===== src/rtl/rth_pkg.sv =====
`timescale 1ns / 1ps
// ----------------------------------------------------------------------------
// rth_pkg
// Shared widths, codes and stage types for the RGB to HSV byte converter.
// ----------------------------------------------------------------------------
package rth_pkg;

  // Pixel channel width.
  localparam int PIX_W = 8;
  // Hue offset n lies below 6*255, so it needs 11 bits.
  localparam int N_W = 11;
  // Hue divisor 6*delta is at most 1530.
  localparam int HDIV_W = 11;
  // Hue numerator 255*n is below 255*1530.
  localparam int HNUM_W = 19;
  // Saturation numerator 255*delta.
  localparam int SNUM_W = 16;
  // Both quotients are below 256: one divider stage per quotient bit.
  localparam int QUO_W = 8;
  // Sort, offset and scale stages in front of the divider stages.
  localparam int FRONT_STAGES = 3;
  localparam int NUM_STAGES = FRONT_STAGES + QUO_W;

  // Which channel holds the maximum; ties go to red, then green.
  typedef enum logic [2:0] {
    SEL_RED   = 3'b001,
    SEL_GREEN = 3'b010,
    SEL_BLUE  = 3'b100
  } max_sel_t;

  // Payload of one divider stage: both long divisions advance together.
  typedef struct packed {
    logic              gray;
    logic [PIX_W-1:0]  vmax;
    logic [HNUM_W-1:0] hrem;
    logic [HDIV_W-1:0] hdiv;
    logic [QUO_W-1:0]  hq;
    logic [SNUM_W-1:0] srem;
    logic [PIX_W-1:0]  sdiv;
    logic [QUO_W-1:0]  sq;
  } div_stage_t;

endpackage


===== src/rtl/rth_rgb_if.sv =====
`timescale 1ns / 1ps
// ----------------------------------------------------------------------------
// rth_rgb_if
// Ready/valid channel that carries one RGB pixel per transfer.
// ----------------------------------------------------------------------------
interface rth_rgb_if import rth_pkg::*; ();
  logic             valid;
  logic             ready;
  logic [PIX_W-1:0] red;
  logic [PIX_W-1:0] green;
  logic [PIX_W-1:0] blue;

  modport source (output valid, output red, output green, output blue, input ready);
  modport sink   (input valid, input red, input green, input blue, output ready);
endinterface


===== src/rtl/rth_hsv_if.sv =====
`timescale 1ns / 1ps
// ----------------------------------------------------------------------------
// rth_hsv_if
// Ready/valid channel that carries one HSV pixel per transfer.
// ----------------------------------------------------------------------------
interface rth_hsv_if import rth_pkg::*; ();
  logic             valid;
  logic             ready;
  logic [PIX_W-1:0] hue;
  logic [PIX_W-1:0] saturation;
  logic [PIX_W-1:0] brightness;

  modport source (output valid, output hue, output saturation, output brightness,
                  input ready);
  modport sink   (input valid, input hue, input saturation, input brightness,
                  output ready);
endinterface


===== src/rtl/rgb_to_hsv_byte.sv =====
`timescale 1ns / 1ps
// ----------------------------------------------------------------------------
// rgb_to_hsv_byte
// Pipelined conversion of 8-bit RGB pixels to 8-bit HSV.
// ----------------------------------------------------------------------------
//
//   Channel   Direction  Payload                          Handshake
//   in_rgb    sink       red, green, blue (8 bits each)   valid / ready
//   out_hsv   source     hue, saturation, brightness      valid / ready
//
// One pixel is taken per clock cycle while the output is not stalled, and
// each result passes in order through three front stages (sort, hue offset,
// scaling) followed by eight restoring divider stages, one quotient bit each.
// Reset clears every stage valid bit; the data registers are not reset.
// Each stage has its own ready, so a stalled output only holds the stages
// that are occupied, and bubbles further up keep filling.
// ----------------------------------------------------------------------------
module rgb_to_hsv_byte import rth_pkg::*; (
  input  logic       clk,
  input  logic       rst_n,
  rth_rgb_if.sink    in_rgb,
  rth_hsv_if.source  out_hsv
);

  // Stage valid bits and the ready chain. A stage may load when it is empty
  // or when the stage below it loads in the same cycle.
  logic [NUM_STAGES-1:0] vld_r;
  logic [NUM_STAGES:0]   rdy;

  assign rdy[NUM_STAGES] = out_hsv.ready;

  for (genvar i = 0; i < NUM_STAGES; i++) begin : g_rdy
    assign rdy[i] = ~vld_r[i] | rdy[i+1];
  end

  assign in_rgb.ready = rdy[0];

  always_ff @(posedge clk) begin
    if (!rst_n) begin
      vld_r <= '0;
    end else begin
      if (rdy[0]) begin
        vld_r[0] <= in_rgb.valid;
      end
      for (int i = 1; i < NUM_STAGES; i++) begin
        if (rdy[i]) begin
          vld_r[i] <= vld_r[i-1];
        end
      end
    end
  end

  // --------------------------------------------------------------------------
  // Stage 0: find the largest and smallest channel and which channel is the
  // maximum. Ties go to red first, then to green.
  // --------------------------------------------------------------------------
  logic [PIX_W-1:0] r0_r, g0_r, b0_r, max0_r, min0_r;
  max_sel_t         sel0_r;
  logic [PIX_W-1:0] max0_nxt, min0_nxt;
  max_sel_t         sel0_nxt;

  always_comb begin
    if (in_rgb.red >= in_rgb.green && in_rgb.red >= in_rgb.blue) begin
      sel0_nxt = SEL_RED;
      max0_nxt = in_rgb.red;
    end else if (in_rgb.green >= in_rgb.blue) begin
      sel0_nxt = SEL_GREEN;
      max0_nxt = in_rgb.green;
    end else begin
      sel0_nxt = SEL_BLUE;
      max0_nxt = in_rgb.blue;
    end
    min0_nxt = (in_rgb.red < in_rgb.green) ? in_rgb.red : in_rgb.green;
    if (in_rgb.blue < min0_nxt) begin
      min0_nxt = in_rgb.blue;
    end
  end

  always_ff @(posedge clk) begin
    if (rdy[0]) begin
      r0_r   <= in_rgb.red;
      g0_r   <= in_rgb.green;
      b0_r   <= in_rgb.blue;
      max0_r <= max0_nxt;
      min0_r <= min0_nxt;
      sel0_r <= sel0_nxt;
    end
  end

  // --------------------------------------------------------------------------
  // Stage 1: delta and the hue offset n, measured in units of delta around
  // the hue circle. n stays below 6*delta whenever delta is nonzero.
  // --------------------------------------------------------------------------
  logic [PIX_W-1:0] max1_r, delta1_r;
  logic [N_W-1:0]   n1_r;
  logic             gray1_r;
  logic [PIX_W-1:0] delta1_nxt;
  logic [N_W-1:0]   d_ext, r_ext, g_ext, b_ext, n1_nxt;

  always_comb begin
    delta1_nxt = max0_r - min0_r;
    d_ext = {{(N_W-PIX_W){1'b0}}, delta1_nxt};
    r_ext = {{(N_W-PIX_W){1'b0}}, r0_r};
    g_ext = {{(N_W-PIX_W){1'b0}}, g0_r};
    b_ext = {{(N_W-PIX_W){1'b0}}, b0_r};
    case (sel0_r)
      SEL_RED: begin
        // Wrap a negative green minus blue around the full circle.
        if (g0_r >= b0_r) begin
          n1_nxt = g_ext - b_ext;
        end else begin
          n1_nxt = (d_ext << 2) + (d_ext << 1) - (b_ext - g_ext);
        end
      end
      SEL_GREEN: n1_nxt = b_ext + (d_ext << 1) - r_ext;
      SEL_BLUE:  n1_nxt = r_ext + (d_ext << 2) - g_ext;
      default:   n1_nxt = '0;
    endcase
  end

  always_ff @(posedge clk) begin
    if (rdy[1]) begin
      max1_r   <= max0_r;
      delta1_r <= delta1_nxt;
      n1_r     <= n1_nxt;
      gray1_r  <= (delta1_nxt == '0);
    end
  end

  // --------------------------------------------------------------------------
  // Stage 2: scale the numerators by 255 with shift and subtract, and form
  // the hue divisor 6*delta. This loads the first divider stage.
  // --------------------------------------------------------------------------
  div_stage_t       dstg_r [0:QUO_W];
  div_stage_t       dstg0_nxt;
  logic [HDIV_W-1:0] dlt_ext;

  always_comb begin
    dlt_ext             = {{(HDIV_W-PIX_W){1'b0}}, delta1_r};
    dstg0_nxt.gray      = gray1_r;
    dstg0_nxt.vmax      = max1_r;
    dstg0_nxt.hrem      = {n1_r, 8'b0} - {8'b0, n1_r};
    dstg0_nxt.hdiv      = (dlt_ext << 2) + (dlt_ext << 1);
    dstg0_nxt.hq        = '0;
    dstg0_nxt.srem      = {delta1_r, 8'b0} - {8'b0, delta1_r};
    dstg0_nxt.sdiv      = max1_r;
    dstg0_nxt.sq        = '0;
  end

  always_ff @(posedge clk) begin
    if (rdy[2]) begin
      dstg_r[0] <= dstg0_nxt;
    end
  end

  // --------------------------------------------------------------------------
  // Divider stages: restoring long division, most significant quotient bit
  // first. Both quotients are known to fit in eight bits, so the first trial
  // subtracts the divisor shifted left by seven.
  // --------------------------------------------------------------------------
  for (genvar k = 0; k < QUO_W; k++) begin : g_div
    localparam int Bit = QUO_W - 1 - k;
    div_stage_t        step_nxt;
    logic [HNUM_W-1:0] htrial;
    logic [SNUM_W-1:0] strial;

    always_comb begin
      step_nxt = dstg_r[k];
      htrial   = {{(HNUM_W-HDIV_W){1'b0}}, dstg_r[k].hdiv} << Bit;
      strial   = {{(SNUM_W-PIX_W){1'b0}}, dstg_r[k].sdiv} << Bit;
      if (dstg_r[k].hrem >= htrial) begin
        step_nxt.hrem    = dstg_r[k].hrem - htrial;
        step_nxt.hq[Bit] = 1'b1;
      end
      if (dstg_r[k].srem >= strial) begin
        step_nxt.srem    = dstg_r[k].srem - strial;
        step_nxt.sq[Bit] = 1'b1;
      end
    end

    always_ff @(posedge clk) begin
      if (rdy[FRONT_STAGES+k]) begin
        dstg_r[k+1] <= step_nxt;
      end
    end
  end

  // A gray pixel divides by zero in the hue path (and in the saturation path
  // for black); its hue and saturation are forced to zero here.
  assign out_hsv.valid      = vld_r[NUM_STAGES-1];
  assign out_hsv.hue        = dstg_r[QUO_W].gray ? '0 : dstg_r[QUO_W].hq;
  assign out_hsv.saturation = dstg_r[QUO_W].gray ? '0 : dstg_r[QUO_W].sq;
  assign out_hsv.brightness = dstg_r[QUO_W].vmax;

  // --------------------------------------------------------------------------
  // Assertions
  // --------------------------------------------------------------------------

  // An accepted pixel always lands in the first stage.
  a_in_lands: assert property (@(posedge clk) disable iff (!rst_n)
    (in_rgb.valid && in_rgb.ready) |=> vld_r[0])
    else $error("accepted pixel did not enter the first stage");

  // A blocked first stage keeps its contents.
  a_stall_holds: assert property (@(posedge clk) disable iff (!rst_n)
    (vld_r[0] && !rdy[0]) |=> (vld_r[0] && $stable(max0_r) && $stable(min0_r)))
    else $error("stalled first stage changed its contents");

  // After the last divider stage both remainders are below their divisors.
  a_div_done: assert property (@(posedge clk) disable iff (!rst_n)
    (out_hsv.valid && !dstg_r[QUO_W].gray) |->
      (dstg_r[QUO_W].hrem < {{(HNUM_W-HDIV_W){1'b0}}, dstg_r[QUO_W].hdiv} &&
       dstg_r[QUO_W].srem < {{(SNUM_W-PIX_W){1'b0}}, dstg_r[QUO_W].sdiv}))
    else $error("divider finished with a remainder not below the divisor");

  // Black has neither hue nor saturation.
  a_black: assert property (@(posedge clk) disable iff (!rst_n)
    (out_hsv.valid && out_hsv.brightness == '0) |->
      (out_hsv.hue == '0 && out_hsv.saturation == '0))
    else $error("black pixel produced nonzero hue or saturation");

endmodule

===== src/flat_wrapper.sv =====
// flat-port wrapper written by rule: the top's interface ports become plain ports
module rgb_to_hsv_byte_flat import rth_pkg::*;
  (clk, rst_n, in_rgb_valid, in_rgb_red, in_rgb_green, in_rgb_blue, in_rgb_ready, out_hsv_valid, out_hsv_hue, out_hsv_saturation, out_hsv_brightness, out_hsv_ready);
  rth_rgb_if in_rgb_i ();
  rth_hsv_if out_hsv_i ();
  input  logic clk;
  input  logic rst_n;
  input wire logic [$bits(in_rgb_i.valid)-1:0] in_rgb_valid;
  input wire logic [$bits(in_rgb_i.red)-1:0] in_rgb_red;
  input wire logic [$bits(in_rgb_i.green)-1:0] in_rgb_green;
  input wire logic [$bits(in_rgb_i.blue)-1:0] in_rgb_blue;
  output wire logic [$bits(in_rgb_i.ready)-1:0] in_rgb_ready;
  output wire logic [$bits(out_hsv_i.valid)-1:0] out_hsv_valid;
  output wire logic [$bits(out_hsv_i.hue)-1:0] out_hsv_hue;
  output wire logic [$bits(out_hsv_i.saturation)-1:0] out_hsv_saturation;
  output wire logic [$bits(out_hsv_i.brightness)-1:0] out_hsv_brightness;
  input wire logic [$bits(out_hsv_i.ready)-1:0] out_hsv_ready;
  assign in_rgb_i.valid = in_rgb_valid;
  assign in_rgb_i.red = in_rgb_red;
  assign in_rgb_i.green = in_rgb_green;
  assign in_rgb_i.blue = in_rgb_blue;
  assign in_rgb_ready = in_rgb_i.ready;
  assign out_hsv_valid = out_hsv_i.valid;
  assign out_hsv_hue = out_hsv_i.hue;
  assign out_hsv_saturation = out_hsv_i.saturation;
  assign out_hsv_brightness = out_hsv_i.brightness;
  assign out_hsv_i.ready = out_hsv_ready;
  rgb_to_hsv_byte u_core (.clk(clk), .rst_n(rst_n), .in_rgb(in_rgb_i), .out_hsv(out_hsv_i));
endmodule

===== config.mk =====
export PLATFORM = sky130hd
export DESIGN_NAME = rgb_to_hsv_byte_flat
export DESIGN_NICKNAME = d
export VERILOG_FILES = /design/src/rtl/rth_pkg.sv /design/src/rtl/rth_rgb_if.sv /design/src/rtl/rth_hsv_if.sv /design/src/rtl/rgb_to_hsv_byte.sv /design/src/flat_wrapper.sv
export SDC_FILE = /design/constraint.sdc
export NUM_CORES = 1
export LEC_CHECK = 0
export BUFFER_PORTS_ARGS = -buffer_cell sky130_fd_sc_hd__clkbuf_2
export CORE_MARGIN = 3
export CORE_UTILIZATION = 50
export DETAILED_ROUTE_END_ITERATION = 8
export PLACE_DENSITY = 0.64
export SKIP_LAST_GASP = 1
export SLEW_MARGIN = 10
export SYNTH_ARGS = -nofsm -noshare
export SYNTH_HDL_FRONTEND = slang
export SYNTH_SLANG_ARGS = --single-unit
export TNS_END_PERCENT = 1

===== constraint.sdc =====
create_clock -name clk -period 5.4 [get_ports clk]
set_clock_uncertainty 0.15 [all_clocks]
set_input_delay 0.54 -clock clk [delete_from_list [all_inputs] [get_ports clk]]
set_output_delay 0.54 -clock clk [all_outputs]
set_load 0.005 [all_outputs]

; Word-level counts from Yosys, hierarchy flattened
; Memory sizes are Yosys's and may differ from the RTL's.
; Index checks and enable logic that the tools add are counted.
[word_totals]
inputBits = 28
ram_bits = 711
wordCells = 158
regBits = 82
mem_count = 1
[mem_list]
columns = name, words, word_bits, rd, rd_clocked_by_memory_dff, write_ports, line_no
row1 = u_core.dstg_r, 9, 79, 9, 0, 9, rgb_to_hsv_byte.sv:134  ; div_stage_t dstg_r [0:QUO_W];
[classes]
bitwise_logic = 22
reduce_logical = 2
muxes = 59
magnitude_cmp = 22
n_eq_ne = 3
n_addsub = 28
[op_table]
columns = operator, count
row1 = 19-bit two-way mux, 8
row2 = 16-bit two-way mux, 8
row3 = 8-bit two-way mux, 6
row4 = 19-bit by 11-bit subtractor with 19-bit output, 2
row5 = 1-bit two-way mux, 34
row6 = 11-bit one-hot mux with 3 select lines, 1
row7 = 8-bit greater-or-equal comparator, 4
row8 = 16-bit by 8-bit subtractor with 16-bit output, 2
row9 = 10-bit by 9-bit adder with 11-bit output, 2
row10 = 11-bit by 8-bit subtractor with 11-bit output, 2
row11 = 19-bit by 11-bit greater-or-equal comparator with 1-bit output, 1
row12 = 19-bit by 12-bit greater-or-equal comparator with 1-bit output, 1
row13 = 19-bit by 13-bit greater-or-equal comparator with 1-bit output, 1
row14 = 19-bit by 14-bit greater-or-equal comparator with 1-bit output, 1
row15 = 19-bit by 15-bit greater-or-equal comparator with 1-bit output, 1
row16 = 19-bit by 16-bit greater-or-equal comparator with 1-bit output, 1
row17 = 19-bit by 17-bit greater-or-equal comparator with 1-bit output, 1
row18 = 19-bit by 18-bit greater-or-equal comparator with 1-bit output, 1
row19 = 19-bit by 12-bit subtractor with 19-bit output, 1
row20 = 19-bit by 13-bit subtractor with 19-bit output, 1
row21 = 19-bit by 14-bit subtractor with 19-bit output, 1
row22 = 19-bit by 15-bit subtractor with 19-bit output, 1
row23 = 19-bit by 16-bit subtractor with 19-bit output, 1
row24 = 19-bit by 17-bit subtractor with 19-bit output, 1
row25 = 31 further kinds, 53

; Longest topological paths before layout
[logic_depth]
ltp_word = 12
ltp_mapped = 20

; Worst setup path after synthesis
; Ideal clock, no wire load.
[synth_path]
kind = in2out
from = in out_hsv_ready
to = out in_rgb_ready
path_buffers = 0
required_time_ps = 4710
arrival_time_ps = 4069
path_stages = 7
path_slack_ps = 641
path_cell_list = nor2b_1 inv_1 nor2_1 and2_1 inv_1 nor2_1 nand3_1
[synth_via]
elab_chain_len = 11
[synth_lines]
columns = item, line_no
row1 = start: declaration, flat_wrapper.sv:17  ; input wire logic [$bits(out_hsv_i.ready)-1:0] out_hsv_ready;
row2 = 1-bit bitwise OR, rgb_to_hsv_byte.sv:33  ; assign rdy[i] = ~vld_r[i] | rdy[i+1];
row3 = via u_core.rdy[10], rgb_to_hsv_byte.sv:28  ; logic [NUM_STAGES:0] rdy;
row4 = 1-bit bitwise OR (5 in series), rgb_to_hsv_byte.sv:33
row5 = via u_core.rdy[5], rgb_to_hsv_byte.sv:28
row6 = 1-bit bitwise OR (5 in series), rgb_to_hsv_byte.sv:33
row7 = end: declaration, flat_wrapper.sv:12  ; output wire logic [$bits(in_rgb_i.ready)-1:0] in_rgb_ready;
; The timed path passes the listed nets, and every way through them passes these cells.

; Worst setup path in the final report
[layout_path]
from = reg u_core.max0_r[0]
to = reg u_core.n1_r[10] (data pin)
[layout_via]
elab_chain_len = 5
word_cells_on_any_way = 9
[layout_lines]
columns = item, line_no
row1 = start: declaration, rgb_to_hsv_byte.sv:57  ; logic [PIX_W-1:0] r0_r, g0_r, b0_r, max0_r, min0_r;
row2 = start signal: assignment, rgb_to_hsv_byte.sv:84  ; max0_r <= max0_nxt;
row3 = 8-bit subtractor *, rgb_to_hsv_byte.sv:101  ; delta1_nxt = max0_r - min0_r;
row4 = via u_core.delta1_nxt[6], rgb_to_hsv_byte.sv:97  ; logic [PIX_W-1:0] delta1_nxt;
row5 = 10-bit by 9-bit adder with 11-bit output, rgb_to_hsv_byte.sv:112  ; n1_nxt = (d_ext << 2) + (d_ext << 1) - (b_ext - g_ext);
row6 = 11-bit subtractor, rgb_to_hsv_byte.sv:112
row7 = 11-bit two-way mux, rgb_to_hsv_byte.sv:109  ; if (g0_r >= b0_r) begin
row8 = 11-bit one-hot mux with 3 select lines *, rgb_to_hsv_byte.sv:106  ; case (sel0_r)
row9 = via u_core.n1_nxt[10], rgb_to_hsv_byte.sv:98  ; logic [N_W-1:0] d_ext, r_ext, g_ext, b_ext, n1_nxt;
row10 = end signal: assignment, rgb_to_hsv_byte.sv:125  ; n1_r <= n1_nxt;
row11 = end: declaration, rgb_to_hsv_byte.sv:95  ; logic [N_W-1:0] n1_r;
; The timed path passes the listed nets; every way through them passes the cells marked *.
; A chain may end at the register's enable or synchronous reset.

==> results_dict.tcl <==
set metrics [dict create \
    place_inst 3556 \
    hold_viol 0 \
    fp.dieArea_sq_um 66800 \
    whs_ps 45.1 \
    slew_headroom 0.210 \
    p_switching_mw 9.35 \
    status "completed" \
    diodes 0 \
    critPathMaxFanout 5 \
    synth_area_leader_cell "edfxtp_1" \
    cts.repair.resized 0 \
    root_buffer "clkbuf_16" \
    wl_um 61400 \
    area_delta_synth_final_pct 10.9 \
    design_area_sq_um 35400 \
    clockBufferDepth 3 \
    cpPeakStageDelay_ps 590 \
    synth_nets 3017 \
    synth_ff_type "edfxtp_1" \
    grt_pass1_wl_um 102000 \
    core_area_sq_um 62400 \
    rsz0062_at_grt "false" \
    synthTopCellsByArea "edfxtp_1 54%, ha_1 10%, inv_1 3.5%" \
    dpl-instance-area_sq_um 33100 \
    fin_cells 3682 \
    drv_slew 0 \
    antenna_found_initial 0 \
    cp.arrival_ps 5090 \
    first_pass_iters 7 \
    cts_tree "done" \
    p_comb_frac 0.475 \
    min_path_type "input port to flip-flop" \
    num-fill-cells 5119 \
    clock-sinks 580 \
    yosysSeqAreaShare 0.543 \
    ys_ff_latch 580 \
    grt_pass1_vias 20826 \
    clk_pin_slew_ps 60 \
    drive_above_1_share 0.0847 \
    seq_power_share 0.352 \
    start_util 0.511 \
    num_vias 20095 \
    vdd_ir_drop_max_mv 0.414 \
    track_usage 0.186 \
    setup_tns_ps 0 \
    routed_via_density 5.46 \
    critical-path-slowest-cell "fa_1" \
    swShare 0.372 \
    fmax_mhz 204 \
    row_count 91 \
    drt_iter0_drc 971 \
    leakagePower_nw 14.5 \
    cts_max_level 2 \
    period_share 0.909 \
    die_h_um 258 \
    place_congestion 0.935 \
    clk_latency_ps 640 \
    drc_errors 0 \
    grt_max_degree 65 \
    required_ps 5580 \
    critPathKind "flip-flop to flip-flop" \
    yosysUniqueCellTypes 83 \
    p_per_area_nw_per_um2 710 \
    yosysWarnings 0 \
    internal_power_mw 15.8 \
    drt-wirelength-per-cell_um 16.7 \
    synth_edf_count 569 \
    path_common_cell "inv_1" \
    io_pins 54 \
    final_util 0.567 \
    synthCells 2694 \
    setup-violations-final 0 \
    fin_crit_ps 4910 \
    grt_overflow_total 0 \
    cts_buffers 61 \
    nNetsFinal 3117 \
    hpwl_um 47300 \
    async_flop_share 0 \
    start_kind "flip-flop" \
    yosysTopAreaCellShare 0.536 \
    crit_chain "inv_1 > ha_1 > inv_1 > fa_1 > a21o_1 > a21oi_1 > o21bai_1 > a21oi_1 > xnor2_1 > inv_1 > fa_1 > inv_1 > ha_1 > or4_1 > a31o_2 > a21oi_1 > xor2_1 > o221ai_1" \
    cap_violations 0 \
    postRouteAntennaNets 0 \
    power.clock.fraction 0.173 \
    port_buffers 53 \
    worst_slew_pin_slew_ps 1180 \
    dieWidth_um 258 \
    syn_avg_cell_area_sq_um 11.8 \
    netlist_area_sq_um 31900 \
    endpoint_kind "flip-flop" \
]
[critical path, delay by kind of cell (launching register included)]
family / cells / cell delay [ps]
flops: 1 / 380
compound gates: 7 / 1260
simple gates: 1 / 540
buf+inv: 4 / 430
fa+ha+maj: 4 / 1370
xor+xnor: 2 / 500
[Yosys cell counts (all sizes together) (19+ instances only)]
cell type,number
a21o,42
a21oi,162
buf,24
clkbuf,22
edfxtp,569
fa,36
ha,259
inv,301
mux2,41
mux2i,27
nand2,141
nand2b,49
nand3,28
nand4,19
nor2,162
nor2b,78
nor3,64
nor4,34
o21a,43
o21ai,153
or3,20
xnor2,102
xor2,79
[layer usage]
metal / part of all wire / vias to the layer above / wire (um) / GRT usage
met5: 0 / - / 0 / 0
met4: 0.044 / 0 / 2710 / 0.0841
met3: 0.031 / 168 / 1910 / 0.0249
met2: 0.53 / 402 / 32800 / 0.357
met1: 0.39 / 9522 / 24000 / 0.201
li1: - / 10003 / - / -
[flip-flops by register name, summed over array words and instances (netlist names)]
signal / count
u_core.dstg_r: 498
u_core.b0_r: 8
u_core.sel0_r: 3
u_core.n1_r: 11
u_core.r0_r: 8
u_core.gray1_r: 1
u_core.vld_r: 11
u_core.max1_r: 8
u_core.g0_r: 8
u_core.min0_r: 8
u_core.delta1_r: 8
u_core.max0_r: 8
[timing repair]
| action | 4_1_cts | 5_1_grt |
|---|---|---|
| hold buffers | 12 | 0 |
| hold endpoints to repair | 12 | 0 |
| buffers inserted | 0 | 0 |
[through the flow]
stage	setup slack, ps	power (mW)
2_1_floorplan	641	17.9
3_3_place_gp	616	20.3
3_5_place_dp	557	20.7
4_1_cts	510	25.2
5_1_grt	152	27.2
6_report	491	25.1
[cell families (layout without fill, tap and decap cells)]
kind of cell / count (synthesis) / in the layout / synth area share
AO/OA/AOI/OAI: 562 / 562 / 0.111
adder cells (fa/ha/maj): 295 / 295 / 0.124
buffers and inverters: 347 / 498 / 0.0428
flip-flops: 580 / 580 / 0.543
XOR/XNOR: 181 / 181 / 0.0497
multiplexers: 68 / 68 / 0.0230
AND/OR/NAND/NOR: 661 / 661 / 0.107
[path summary, 6_finish.rpt]
check	from	endpoint	slack, ps	depth (start not counted)
setup / recovery	u_core.max0_r[0]	u_core.n1_r[10]	490	18
hold / removal	in_rgb_red[7]	u_core.r0_r[7]	50	1
setup reg to reg	u_core.max0_r[0]	u_core.n1_r[10]	490	18
hold reg to reg	u_core.dstg_r[0][118]	u_core.dstg_r[0][197]	220	0
[layout by cell type, fill, tap and decap left out, drive strengths merged, types with 12 or more instances in the layout]
master,n
edfxtp,569
inv,303
ha,259
nor2,162
a21oi,162
o21ai,153
nand2,141
clkbuf,125
xnor2,102
xor2,79
nor2b,78
nor3,64
nand2b,49
o21a,43
a21o,42
mux2,41
fa,36
nor4,34
clkinv,29
nand3,28
mux2i,27
or3,20
nand4,19
o31ai,18
buf,18
a211oi,18
or4,16
a21boi,16
dlygate4sd3,12
[final cells by class]
| class | count | area, sq um | share of cell area |
|---|---|---|---|
| sequential | 580 | 17300 | 0.490 |
| inverter | 301 | 1130 | 0.0320 |
| clock buffer | 72 | 1590 | 0.0449 |
| tap | 837 | 1050 | 0.0296 |
| timing repair buffer | 83 | 520 | 0.0147 |
| multi-input combinational | 1767 | 13200 | 0.374 |
| clock inverter | 42 | 533 | 0.0151 |
[power by group through the flow]
stage,Combinational [mW],Clock [mW],Sequential (mW)
2_1_floorplan,9.45,0,8.42
3_3_place_gp,11.4,0,8.86
3_5_place_dp,11.8,0,8.92
4_1_cts,11.9,4.46,8.84
5_1_grt,13.5,4.64,9.05
6_report,11.9,4.34,8.83
No activity file was read; power rests on OpenSTA's default activity.
